`src/design/mpra_ram.sv`:
```
// Generic single-port-write, single-port-read RAM with registered read data.
`timescale 1ns / 1ps
`default_nettype none

module mpra_ram #(
   parameter int WIDTH = 8,
   parameter int DEPTH = 16
) (
   input  wire logic                                       clock,
   input  wire logic                                       wr_en,
   input  wire logic [((DEPTH > 1) ? $clog2(DEPTH) : 1)-1:0] wr_addr,
   input  wire logic [WIDTH-1:0]                           wr_data,
   input  wire logic [((DEPTH > 1) ? $clog2(DEPTH) : 1)-1:0] rd_addr,
   output      logic [WIDTH-1:0]                           rd_data
);

   logic [WIDTH-1:0] mem [DEPTH];
   logic [WIDTH-1:0] rd_data_ff;

   always_ff @(posedge clock) begin
      if (wr_en) begin
         mem[wr_addr] <= wr_data;
      end
      rd_data_ff <= mem[rd_addr];
   end

   assign rd_data = rd_data_ff;

endmodule

`default_nettype wire

```
`config.mk`:
```
export PLATFORM = sky130hd
export DESIGN_NAME = mpra_ram
export DESIGN_NICKNAME = d
export VERILOG_FILES = /design/src/design/mpra_ram.sv
export SDC_FILE = /design/constraint.sdc
export NUM_CORES = 1
export LEC_CHECK = 0
export ABC_CLOCK_PERIOD_IN_PS = 2400
export BUFFER_PORTS_ARGS = -buffer_cell sky130_fd_sc_hd__buf_4
export CAP_MARGIN = 20
export CORE_MARGIN = 5
export CORE_UTILIZATION = 30
export CTS_BUF_LIST = sky130_fd_sc_hd__clkbuf_4
export DETAILED_ROUTE_END_ITERATION = 10
export GPL_ROUTABILITY_DRIVEN = 0
export GPL_TIMING_DRIVEN = 0
export PLACE_DENSITY = 0.43
export SLEW_MARGIN = 20
export SYNTH_ARGS = -nofsm -noshare
export SYNTH_HDL_FRONTEND = slang
export SYNTH_SLANG_ARGS = --single-unit
```
`constraint.sdc`:
```
create_clock -name clock -period 2.4 [get_ports clock]
set_input_delay 0.48 -clock clock [delete_from_list [all_inputs] [get_ports clock]]
set_output_delay 0.48 -clock clock [all_outputs]
set_load 0.03 [all_outputs]
```
# Yosys cells after proc, flatten, opt, wreduce, memory -nomap -nowiden
# Memories as Yosys holds them, arrays and structs flattened. A register that Yosys moved wholly into a read port is not among the register bits.
# Cells that the tools add are included.
dict set report classes {
  n_mux 2
}
# cell count
set op_table {}
lappend op_table {{1-bit 2-to-1 mux} 2}
dict set report word_totals {
  regBits 0
  mem_bits_rw 128
  inputBits 18
  out_inout_bits 8
  wordCells 3
  mem_count 1
}
# memory depth word_bits rd rd_clocked_by_memory_dff write_ports line
set memory_table {}
lappend memory_table {mem 16 8 1 1 1 17} ;# logic [WIDTH-1:0] mem [DEPTH];

# Depth between registers and ports, before layout
# Gate-level depths: netlist (run 1).
dict set report depth {
  depth_word 2
  mapped_depth 5
  ltp_nobuf 3
}

# Least setup slack after synthesis (run 1)
# Ideal clock, no wire load.
dict set report synth_timing {
  kind {in2reg}
  from {input port wr_addr[2] in the netlist's numbering}
  to {memory mem[0][0] (enable)}
  setup_ps 383
  t_arrival_ps 1590
  t_required_ps 2017
  path_slack_ps 427
  stages 2
  n_path_buf 0
  cell_sequence {or3b_2 > nor3_1}
}
# item line
set synth_lines {}
lappend synth_lines {{start: declaration} 11} ;# input wire logic [((DEPTH > 1) ? $clog2(DEPTH) : 1)-1:0] wr_addr,
lappend synth_lines {{end: declaration} 17}
# No word-level cell before the write port.

# Worst setup path in the final report (run 1)
dict set report layout_timing {
  from {input port wr_addr[2] in the netlist's numbering}
  to {memory mem[3][4] (enable)}
}
# No word-level cell before the write port.

==> qor_table.md, run 1 <==
| Parameter | Value | Unit |
|---|---|---|
| Outcome | complete, no violations | - |
| Fin area | 0.005934 | sq mm |
| Synthesized area per cell | 22.48 | sq um |
| Adder-Cell Fraction of Synth Area | 0 | % |
| Area fraction in and, or, nand and nor cells after synthesis | 3.184 | % |
| Final nets | 291 | - |
| Post-CTS Setup Inserts | 0 | - |
| Number of routed nets with antenna violations | 0 | - |
| Number of primary I/O pins | 26 | - |
| Total gr overflow | 0 | - |
| Fill count | 1582 | - |
| Via count of the first global-routing pass | 2414 | - |
| Top achievable clock speed | 0.5934 | GHz |
| Port buffer count | 24 | - |
| HPWL after DPL | 7.121 | mm |
| Worst ir drop on vdd | 0.2359 | mV |
| Pin count of the biggest net entering global routing | 17 | - |
| Clock latency at the later pin of the worst-skew pair | 530 | ps |
| Area share of xor/xnor cells in the synthesized design | 0 | % |
| Combined global-route utilization of all metal layers | 11.74 | % |
| Net count after synthesis | 247 | - |
| EDFF count, synth | 128 | - |
| Post-cts sizing count | 0 | - |
| Cell variety after synth | 19 | - |
| Unrepaired setup endpoints after global routing | no | - |
| Period utilization | 70.22 | % |
| Kind of start point of the critical path | primary input | - |
| Die Outline Area | 0.01988 | sq mm |
| Required @ worst endpoint | 2560 | ps |
| Number of vias per cell | 4.671 | - |
| Warnings, synthesis | 0 | - |
| Routed vias | 2368 | - |
| Fraction of final layout cells with drive strength greater than 1 | 29.72 | % |
| End-of-flow core utilization | 35.53 | % |
| Max-slew violation total from the final report | 0 | - |
| Sequential cell area fraction in the yosys report | 77.78 | % |
| Fraction of synthesized cell area taken by the top area cell type | 74.67 | % |
| Post-synth top flop | edfxtp_1 | - |
| Dominant combinational cell family by area after synthesis | multiplexers | - |
| First drt pass iteration count | 4 | - |
| Effective utilization at floorplan | 30.82 | % |
| Async SR Flop Fraction | 0 | % |
| Number of DRC violations after detailed-routing iteration 0 | 233 | - |
| Number of rows in the core area | 47 | - |
| Leading cell type by number of instances after synthesis | edfxtp_1 | - |
| Post-synthesis cell type with the largest combined area | edfxtp_1 | - |
| Cells taking the most area after synthesis | edfxtp_1, mux4_2, mux4_1 | - |
| Worst slew margin relative to its limit | 41.80 | % |
| CTS Buf Count | 17 | - |
| Number of hold-slack violations in the final timing report | 0 | - |
| Arrival time of data at the critical path endpoint | 1850 | ps |
| Cell area after synthesis | 0.005147 | sq mm |
| # DRC | 0 | - |
| Area Growth Syn to Fin | 15.29 | % |
| Sum of negative setup slack | 0 | ps |
| Number of maximum-capacitance violations | 0 | - |
| Number of H-tree branching levels | 4 | - |
| Number of sinks driven by the clock tree | 136 | - |
| Total length of routed wires | 11.13 | mm |
| Post-detailed-route wirelength per cell | 21.96 | um |
| Initial antenna violation count | 1 | - |
| Slew at the pin with the worst max-slew slack | 869.7 | ps |
| Flops & latches, synth | 136 | - |
| Placed cell areas | 0.005630 | sq mm |
| First-pass GRT wire length | 16.00 | mm |
| Final Critical Period | 1685 | ps |
| Die width | 141.0 | um |
| Post-synthesis mux area share | 15.02 | % |
| Final setup violating endpoints | 0 | - |
| Worst Setup End Kind | register | - |
| Final-layout worst hold slack | 276.2 | ps |
| CTS hold repair buffers | 0 | - |
| Worst-path maximum fanout | 8 | - |
| Placeable core region | 0.01670 | sq mm |
| Vertical die dimension | 141.0 | um |
| Path category of the worst min-delay check | primary input to register | - |
| Maximum count of clock buffers along a single path | 2 | - |
| Fraction of the mapped netlist area in compound gates | 2.333 | % |
| TritonCTS clock tree | yes | - |
| Setup CP Type | primary input to register | - |
| Leakage power figure | 0.001936 | uW |
| Root buf cell | clkbuf_4 | - |
| Areal power density over the cells | 769.4 | mW/mm^2 |
| Clock-pin slew reported for the worst setup and hold paths after clock tree synthesis | 110 | ps |
| Number of instances in the synthesized netlist | 229 | - |
| Final clock skew | 10.65 | ps |
| Synth cell count leaders | edfxtp_1, mux4_2, a22oi_1 | - |
-- cells in the final DEF (no fill, tap or decap), types with 2 or more instances in the layout --
master,count
nand2_1,9
nor3_2,4
clkinv_1,5
nand2b_1,2
a22oi_1,16
buf_4,26
mux4_2,18
buf_2,3
dfxtp_1,8
clkdlybuf4s25_2,3
nor2_1,13
edfxtp_1,128
mux4_1,14
nand3b_1,2
clkinv_2,4
clkbuf_4,19
bufinv_16,4
buf_6,3
-- flip-flops by register name, summed over array words and instances, names as in the netlist --
signal	count
mem	128
rd_data	8
-- critical path, stage by stage --
cell	delay, ps
buf_4	120
or3b_2	550
nor2_1	690
-- cell type report --
| type | instances | area (sq um) | share of cell area [%] |
|---|---|---|---|
| Clock buffer | 19 | 142.6 | 2.404 |
| Clock inverter | 13 | 158.9 | 2.678 |
| Antenna cell | 1 | 2.502 | 0.04217 |
| Multi-Input combinational cell | 83 | 1077 | 18.15 |
| Tap cell | 220 | 275.3 | 4.638 |
| Timing Repair Buffer | 25 | 187.7 | 3.163 |
| Sequential cell | 136 | 4004 | 67.47 |
| Buffer | 10 | 86.33 | 1.455 |
-- stage by stage --
step / cells / total power (uW) / setup slack, ps
5_1_grt: 507 / 4757 / 698.4
4_1_cts: 506 / 4636 / 718.1
6_report: 507 / 4566 / 714.8
2_1_floorplan: 229 / 2883 / 427.1
3_5_place_dp: 474 / 3035 / 119.8
3_3_place_gp: 473 / 3027 / -315.4
-- path summary, 6_finish.rpt --
path	startpoint	endpoint	slack, ps	cells after the start
max	wr_addr[2]	mem[3][4]$_DFFE_PP_	710	3
min	wr_data[1]	mem[3][1]$_DFFE_PP_	280	1
max reg2reg	mem[1][1]$_DFFE_PP_	rd_data[1]$_DFF_P_	990	3
min reg2reg	mem[11][1]$_DFFE_PP_	rd_data[1]$_DFF_P_	680	3
-- layer usage --
| metal | global-route usage (%) | vias up | routed length [um] |
|---|---|---|---|
| met4 | 5.201 | 0 | 234 |
| met2 | 17.92 | 46 | 5365 |
| met1 | 15.86 | 1242 | 5062 |
| met5 | 0 | - | 0 |
| li1 | - | 1066 | - |
| met3 | 3.082 | 14 | 470 |
-- kinds of logic (layout without fill, tap and decap cells) --
family          count (synthesis)  count (layout)
mux                            32              32
flops                         136             136
buf+inv                        10              67
compound gates                 16              16
simple gates                   35              35
other cells                     0               1
-- power breakdown --
| group | total (uW) | leakage [uW] | internal [uW] | switching, uW |
|---|---|---|---|---|
| logic | 310 | 0.000545 | 123 | 187 |
| clock network | 1590 | 0.000167 | 826 | 767 |
| registers | 2660 | 0.00122 | 2650 | 12.4 |
No activity file was read; power rests on OpenSTA's default activity.
==> run 2: changes to the inputs <==
ABC_CLOCK_PERIOD_IN_PS = 1650   (was 2400)
clock period = 1.65 ns   (was 2.4 ns; I/O delays follow)
==> qor_table.md, run 2 (same netlist as run 1, synthesis figures left out) <==
| Parameter | Value | Unit |
|---|---|---|
| Outcome | complete, no violations | - |
| Most frequent standard cell in the layout excluding fill and tap cells | edfxtp_1 | - |
| Critical path buffer and inverter count | 1 | - |
| Vertical die dimension | 141.0 | um |
| Worst-path maximum fanout | 8 | - |
| Effective utilization at floorplan | 30.82 | % |
| First drt pass iteration count | 4 | - |
| Leakage power figure | 0.001909 | uW |
| Register bank with the most flops | mem | - |
| Number of hold-slack violations in the final timing report | 0 | - |
| Met2 global-route usage | 17.36 | % |
| Area Growth Syn to Fin | 14.07 | % |
| Die Outline Area | 0.01988 | sq mm |
| HPWL after DPL | 6.979 | mm |
| Number of H-tree branching levels | 4 | - |
| Number of routed nets with antenna violations | 0 | - |
| Number of maximum-capacitance violations | 0 | - |
| Post-detailed-route wirelength per cell | 21.57 | um |
| Die width | 141.0 | um |
| Slew at the pin with the worst max-slew slack | 867.2 | ps |
| Setup CP Type | primary input to register | - |
| Period utilization | 93.92 | % |
| Final clock skew | 16.16 | ps |
| Via count of the first global-routing pass | 2406 | - |
| Max-slew violation total from the final report | 0 | - |
| Crit path max-delay cell type | nor2_1 | - |
| Final-layout worst hold slack | 131.4 | ps |
| Initial antenna violation count | 1 | - |
| Post-CTS Setup Inserts | 0 | - |
| Routed vias | 2356 | - |
| Arrival time of data at the critical path endpoint | 1690 | ps |
| Clock latency at the later pin of the worst-skew pair | 520 | ps |
| Unrepaired setup endpoints after global routing | no | - |
| Worst Setup End Kind | register | - |
| Required @ worst endpoint | 1790 | ps |
| Clock-pin slew reported for the worst setup and hold paths after clock tree synthesis | 120 | ps |
| Number of vias per cell | 4.647 | - |
| Most frequent cells in the layout | edfxtp_1, buf_4, clkbuf_4 | - |
| Worst path cell trace | buf_4, or3b_2, nor2_1 | - |
| Path category of the worst min-delay check | primary input to register | - |
| Flop2flop setup slack | 200 | ps |
| Fraction of met3 tracks used by global routing | 3.590 | % |
| Kind of start point of the critical path | primary input | - |
| Number of primary I/O pins | 26 | - |
| Worst slew margin relative to its limit | 41.97 | % |
| Final nets | 291 | - |
| TritonCTS clock tree | yes | - |
| Met1 usage | 16.20 | % |
| # DRC | 0 | - |
| Flip-flop count of the largest register after layout | 128 | - |
| Total length of routed wires | 10.93 | mm |
| Total gr overflow | 0 | - |
| Peak-usage layer in the global routing report | met2 | - |
| CP peak stage delay | 690 | ps |
| Placeable core region | 0.01670 | sq mm |
| Number of sinks driven by the clock tree | 136 | - |
| First-pass GRT wire length | 16.04 | mm |
| Post-cts sizing count | 0 | - |
| CTS hold repair buffers | 0 | - |
| Fraction of final layout cells with drive strength greater than 1 | 29.72 | % |
| Pin count of the biggest net entering global routing | 17 | - |
| Number of rows in the core area | 47 | - |
| Areal power density over the cells | 1061 | mW/mm^2 |
| Final Critical Period | 1550 | ps |
| Dominant delay contributor by cell family on the critical path | simple AND/OR/NAND/NOR gates | - |
| Top achievable clock speed | 0.6453 | GHz |
| Number of DRC violations after detailed-routing iteration 0 | 198 | - |
| Maximum count of clock buffers along a single path | 2 | - |
| Root buf cell | clkbuf_4 | - |
| CTS Buf Count | 17 | - |
| Port buffer count | 24 | - |
| End-of-flow core utilization | 35.16 | % |
| Combined global-route utilization of all metal layers | 11.69 | % |
| Final setup violating endpoints | 0 | - |
| Worst ir drop on vdd | 0.3796 | mV |
## run 2: cell types whose count changed in the layout (fill, tap and decap cells not counted), sizes merged
cell | previous run | this run
bufinv | 4 | 1
clkinv | 9 | 7
clkbuf | 19 | 24
## run 2: path summary, 6_finish.rpt
kind                   startpoint  depth (start not counted)                    to
max                    wr_addr[2]                          3   mem[3][0]$_DFFE_PP_
min                    wr_data[6]                          1  mem[12][6]$_DFFE_PP_
max reg2reg   mem[6][0]$_DFFE_PP_                          3    rd_data[0]$_DFF_P_
min reg2reg  mem[10][0]$_DFFE_PP_                          3    rd_data[0]$_DFF_P_
## run 2: area by class of cell
cell class	instances	area, sq um
antenna	1	2.502
multi-input combinational	83	1077
tap	220	275.3
buffer	10	86.33
fill	1592	10830
clock buffer	24	180.2
timing repair buffer	25	187.7
sequential	136	4004
clock inverter	8	58.81
## run 2: stage by stage
| stage | instances | instance area (sq um) | total power [uW] | worst slack [ps] | TNS, ps |
|---|---|---|---|---|---|
| detailed placement | 474 | 5630 | 4411 | -473.8 | -24500 |
| global placement | 473 | 5608 | 4401 | -665.7 | -35460 |
| finish | 507 | 5872 | 6228 | 100.3 | 0 |
| floorplan | 229 | 5152 | 4193 | 53.85 | 0 |
| CTS | 506 | 5869 | 6337 | 128.7 | 0 |
| global route | 507 | 5872 | 6505 | 68.78 | 0 |
## run 2: worst register-to-register path: cells and delay by family (launching register included)
family / cells / cell delay (ps)
compound gates: 1 / 330
flops: 1 / 370
mux: 1 / 560
simple gates: 1 / 90
## run 2: where the power goes
part           internal [uW]  switching, uW  total, uW
logic                    179            267        445
clock network            837           1070       1910
registers               3860           17.8       3870
total                   4870           1360       6230
## run 2: metal layers
layer  vias up  part of all wire [%]
met5         -                     0
met4         0                  0.68
met2        48                    49
met3         4                   2.8
li1       1064                     -
met1      1240                    48
==> run 3: changes to the inputs <==
CORE_UTILIZATION = 55   (was 30)
PLACE_DENSITY = 0.71   (was 0.43)
==> qor_table.md, run 3 (same netlist as run 1, synthesis figures left out) <==
| Parameter | Value | Unit |
|---|---|---|
| Vertical die dimension | 106.7 | um |
| Path category of the worst min-delay check | primary input to register | - |
| Required @ worst endpoint | 1780 | ps |
| Most frequent standard cell in the layout excluding fill and tap cells | edfxtp_1 | - |
| CTS hold repair buffers | 0 | - |
| Post-cts sizing count | 0 | - |
| Final setup violating endpoints | 0 | - |
| Clock network fraction of total power | 37.5 | % |
| Dominant delay contributor by cell family on the critical path | simple AND/OR/NAND/NOR gates | - |
| Arrival time of data at the critical path endpoint | 1640 | ps |
| Sw Share | 21.32 | % |
| Kind of start point of the critical path | primary input | - |
| Number of vias per cell | 5.909 | - |
| Placeable core region | 0.009196 | sq mm |
| First drt pass iteration count | 5 | - |
| Combined global-route utilization of all metal layers | 17.98 | % |
| Clock latency at the later pin of the worst-skew pair | 510 | ps |
| Final clock skew | 26.17 | ps |
| Fin area | 0.005846 | sq mm |
| Number of primary I/O pins | 26 | - |
| Via count of the first global-routing pass | 2423 | - |
| Portion of total power attributed to combinational logic | 6.3 | % |
| Area Growth Syn to Fin | 13.56 | % |
| Crit path max-delay cell type | nor2_1 | - |
| Number of hold-slack violations in the final timing report | 0 | - |
| Internal power summed over all cells | 5419 | uW |
| Register bank with the most flops | mem | - |
| Post-CTS Setup Inserts | 0 | - |
| Initial antenna violation count | 1 | - |
| Root buf cell | clkbuf_4 | - |
| Final nets | 290 | - |
| Number of H-tree branching levels | 4 | - |
| Die Outline Area | 0.01139 | sq mm |
| Total gr overflow | 0 | - |
| Number of routed nets with antenna violations | 0 | - |
| Most frequent cells in the layout | edfxtp_1, buf_4, mux4_2, clkbuf_4, a22oi_1 | - |
| Fill count | 609 | - |
| Slew at the pin with the worst max-slew slack | 818.6 | ps |
| Switching power of the nets | 1468 | uW |
| Post-detailed-route wirelength per cell | 23.24 | um |
| Top achievable clock speed | 0.6657 | GHz |
| Fraction of final layout cells with drive strength greater than 1 | 31.23 | % |
| TritonCTS clock tree | yes | - |
| Final Critical Period | 1502 | ps |
| Number of DRC violations after detailed-routing iteration 0 | 173 | - |
| Effective utilization at floorplan | 55.97 | % |
| Max-slew violation total from the final report | 0 | - |
| Leakage power figure | 0.001942 | uW |
| # DRC | 0 | - |
| Worst Setup End Kind | register | - |
| Clock-pin slew reported for the worst setup and hold paths after clock tree synthesis | 130 | ps |
| Worst slew margin relative to its limit | 45.23 | % |
| Placed cell areas | 0.005487 | sq mm |
| Worst ir drop on vdd | 0.5352 | mV |
| Sum of negative setup slack | 0 | ps |
| Worst-path maximum fanout | 8 | - |
| Areal power density over the cells | 1178 | mW/mm^2 |
| Die width | 106.7 | um |
| Worst path cell trace | buf_4, or3b_2, nor2_1 | - |
| First-pass GRT wire length | 14.33 | mm |
| Number of sinks driven by the clock tree | 136 | - |
| Reg power frac | 56.2 | % |
| Outcome | complete, no violations | - |
| Port buffer count | 24 | - |
| Maximum count of clock buffers along a single path | 2 | - |
| Flip-flop count of the largest register after layout | 128 | - |
| Pin count of the biggest net entering global routing | 17 | - |
| CP peak stage delay | 640 | ps |
| Period utilization | 91.04 | % |
| Total length of routed wires | 9.226 | mm |
| Final-layout worst hold slack | 145.4 | ps |
| CTS Buf Count | 17 | - |
| Setup CP Type | primary input to register | - |
| HPWL after DPL | 5.855 | mm |
| Unrepaired setup endpoints after global routing | no | - |
| Routed vias | 2346 | - |
| Number of rows in the core area | 35 | - |
| Critical path buffer and inverter count | 1 | - |
| Number of maximum-capacitance violations | 0 | - |
==> run 3: cell count changes in the layout (fill, tap and decap cells not counted), sizes merged <==
cell | before | now
clkbuf | 24 | 18
bufinv | 1 | 5
clkinv | 7 | 4
clkinvlp | 0 | 3
inv | 0 | 2
buf | 32 | 31
==> run 3: power groups by stage <==
| stage | clock network (uW) | registers, uW | logic, uW |
|---|---|---|---|
| 6_report | 2580 | 3870 | 431 |
| 5_1_grt | 2770 | 3880 | 465 |
| 4_1_cts | 2600 | 3870 | 436 |
| 3_5_place_dp | 0 | 3950 | 435 |
| 3_3_place_gp | 0 | 3950 | 423 |
| 2_1_floorplan | 0 | 4000 | 196 |
==> run 3: final timing paths <==
path	startpoint	end	slack, ps	cells after the start
max	wr_addr[2]	mem[3][3]$_DFFE_PP_	150	3
min	wr_data[7]	mem[0][7]$_DFFE_PP_	150	1
max reg2reg	mem[9][5]$_DFFE_PP_	rd_data[5]$_DFF_P_	280	3
min reg2reg	mem[8][2]$_DFFE_PP_	rd_data[2]$_DFF_P_	700	3
==> run 3: worst reg2reg max path: cells and delay by family (launching register included) <==
family           cells  cell delay [ps]
AO/OA/AOI/OAI        1              260
AND/OR/NAND/NOR      1              110
multiplexers         1              500
flip-flops           1              370
==> run 3: cell type report <==
class | instances | area (sq um) | share of cell area [%]
multi-input cells | 83 | 1077 | 18.43
diodes | 1 | 2.502 | 0.04281
plain buffers | 10 | 86.33 | 1.477
clock inverters | 14 | 221.5 | 3.789
clock buffers | 18 | 135.1 | 2.312
well taps | 111 | 138.9 | 2.376
flip-flops and latches | 136 | 4004 | 68.49
repair buffers | 24 | 180.2 | 3.082
==> run 3: per-layer routing <==
metal  vias to the layer above  wire length [um]  track usage, %  share of wire (%)
li1                       1061                 -               -                  -
met1                      1173              3873           25.91                 42
met2                        99              4517           27.92                 49
met3                        13               716           4.034                7.8
met4                         0               118           5.479                1.3
met5                         -                 0               0                  0
==> run 3: stage by stage <==
stage / util [%] / setup slack [ps] / total power [uW] / cells
CTS: 63.54 / 178.8 / 6908 / 396
finish: 63.56 / 147.8 / 6887 / 397
global placement: 59.50 / -470.9 / 4370 / 364
detailed placement: 59.66 / -361.9 / 4388 / 364
floorplan: - / 53.85 / 4193 / 229
global route: 63.56 / 137.8 / 7119 / 397
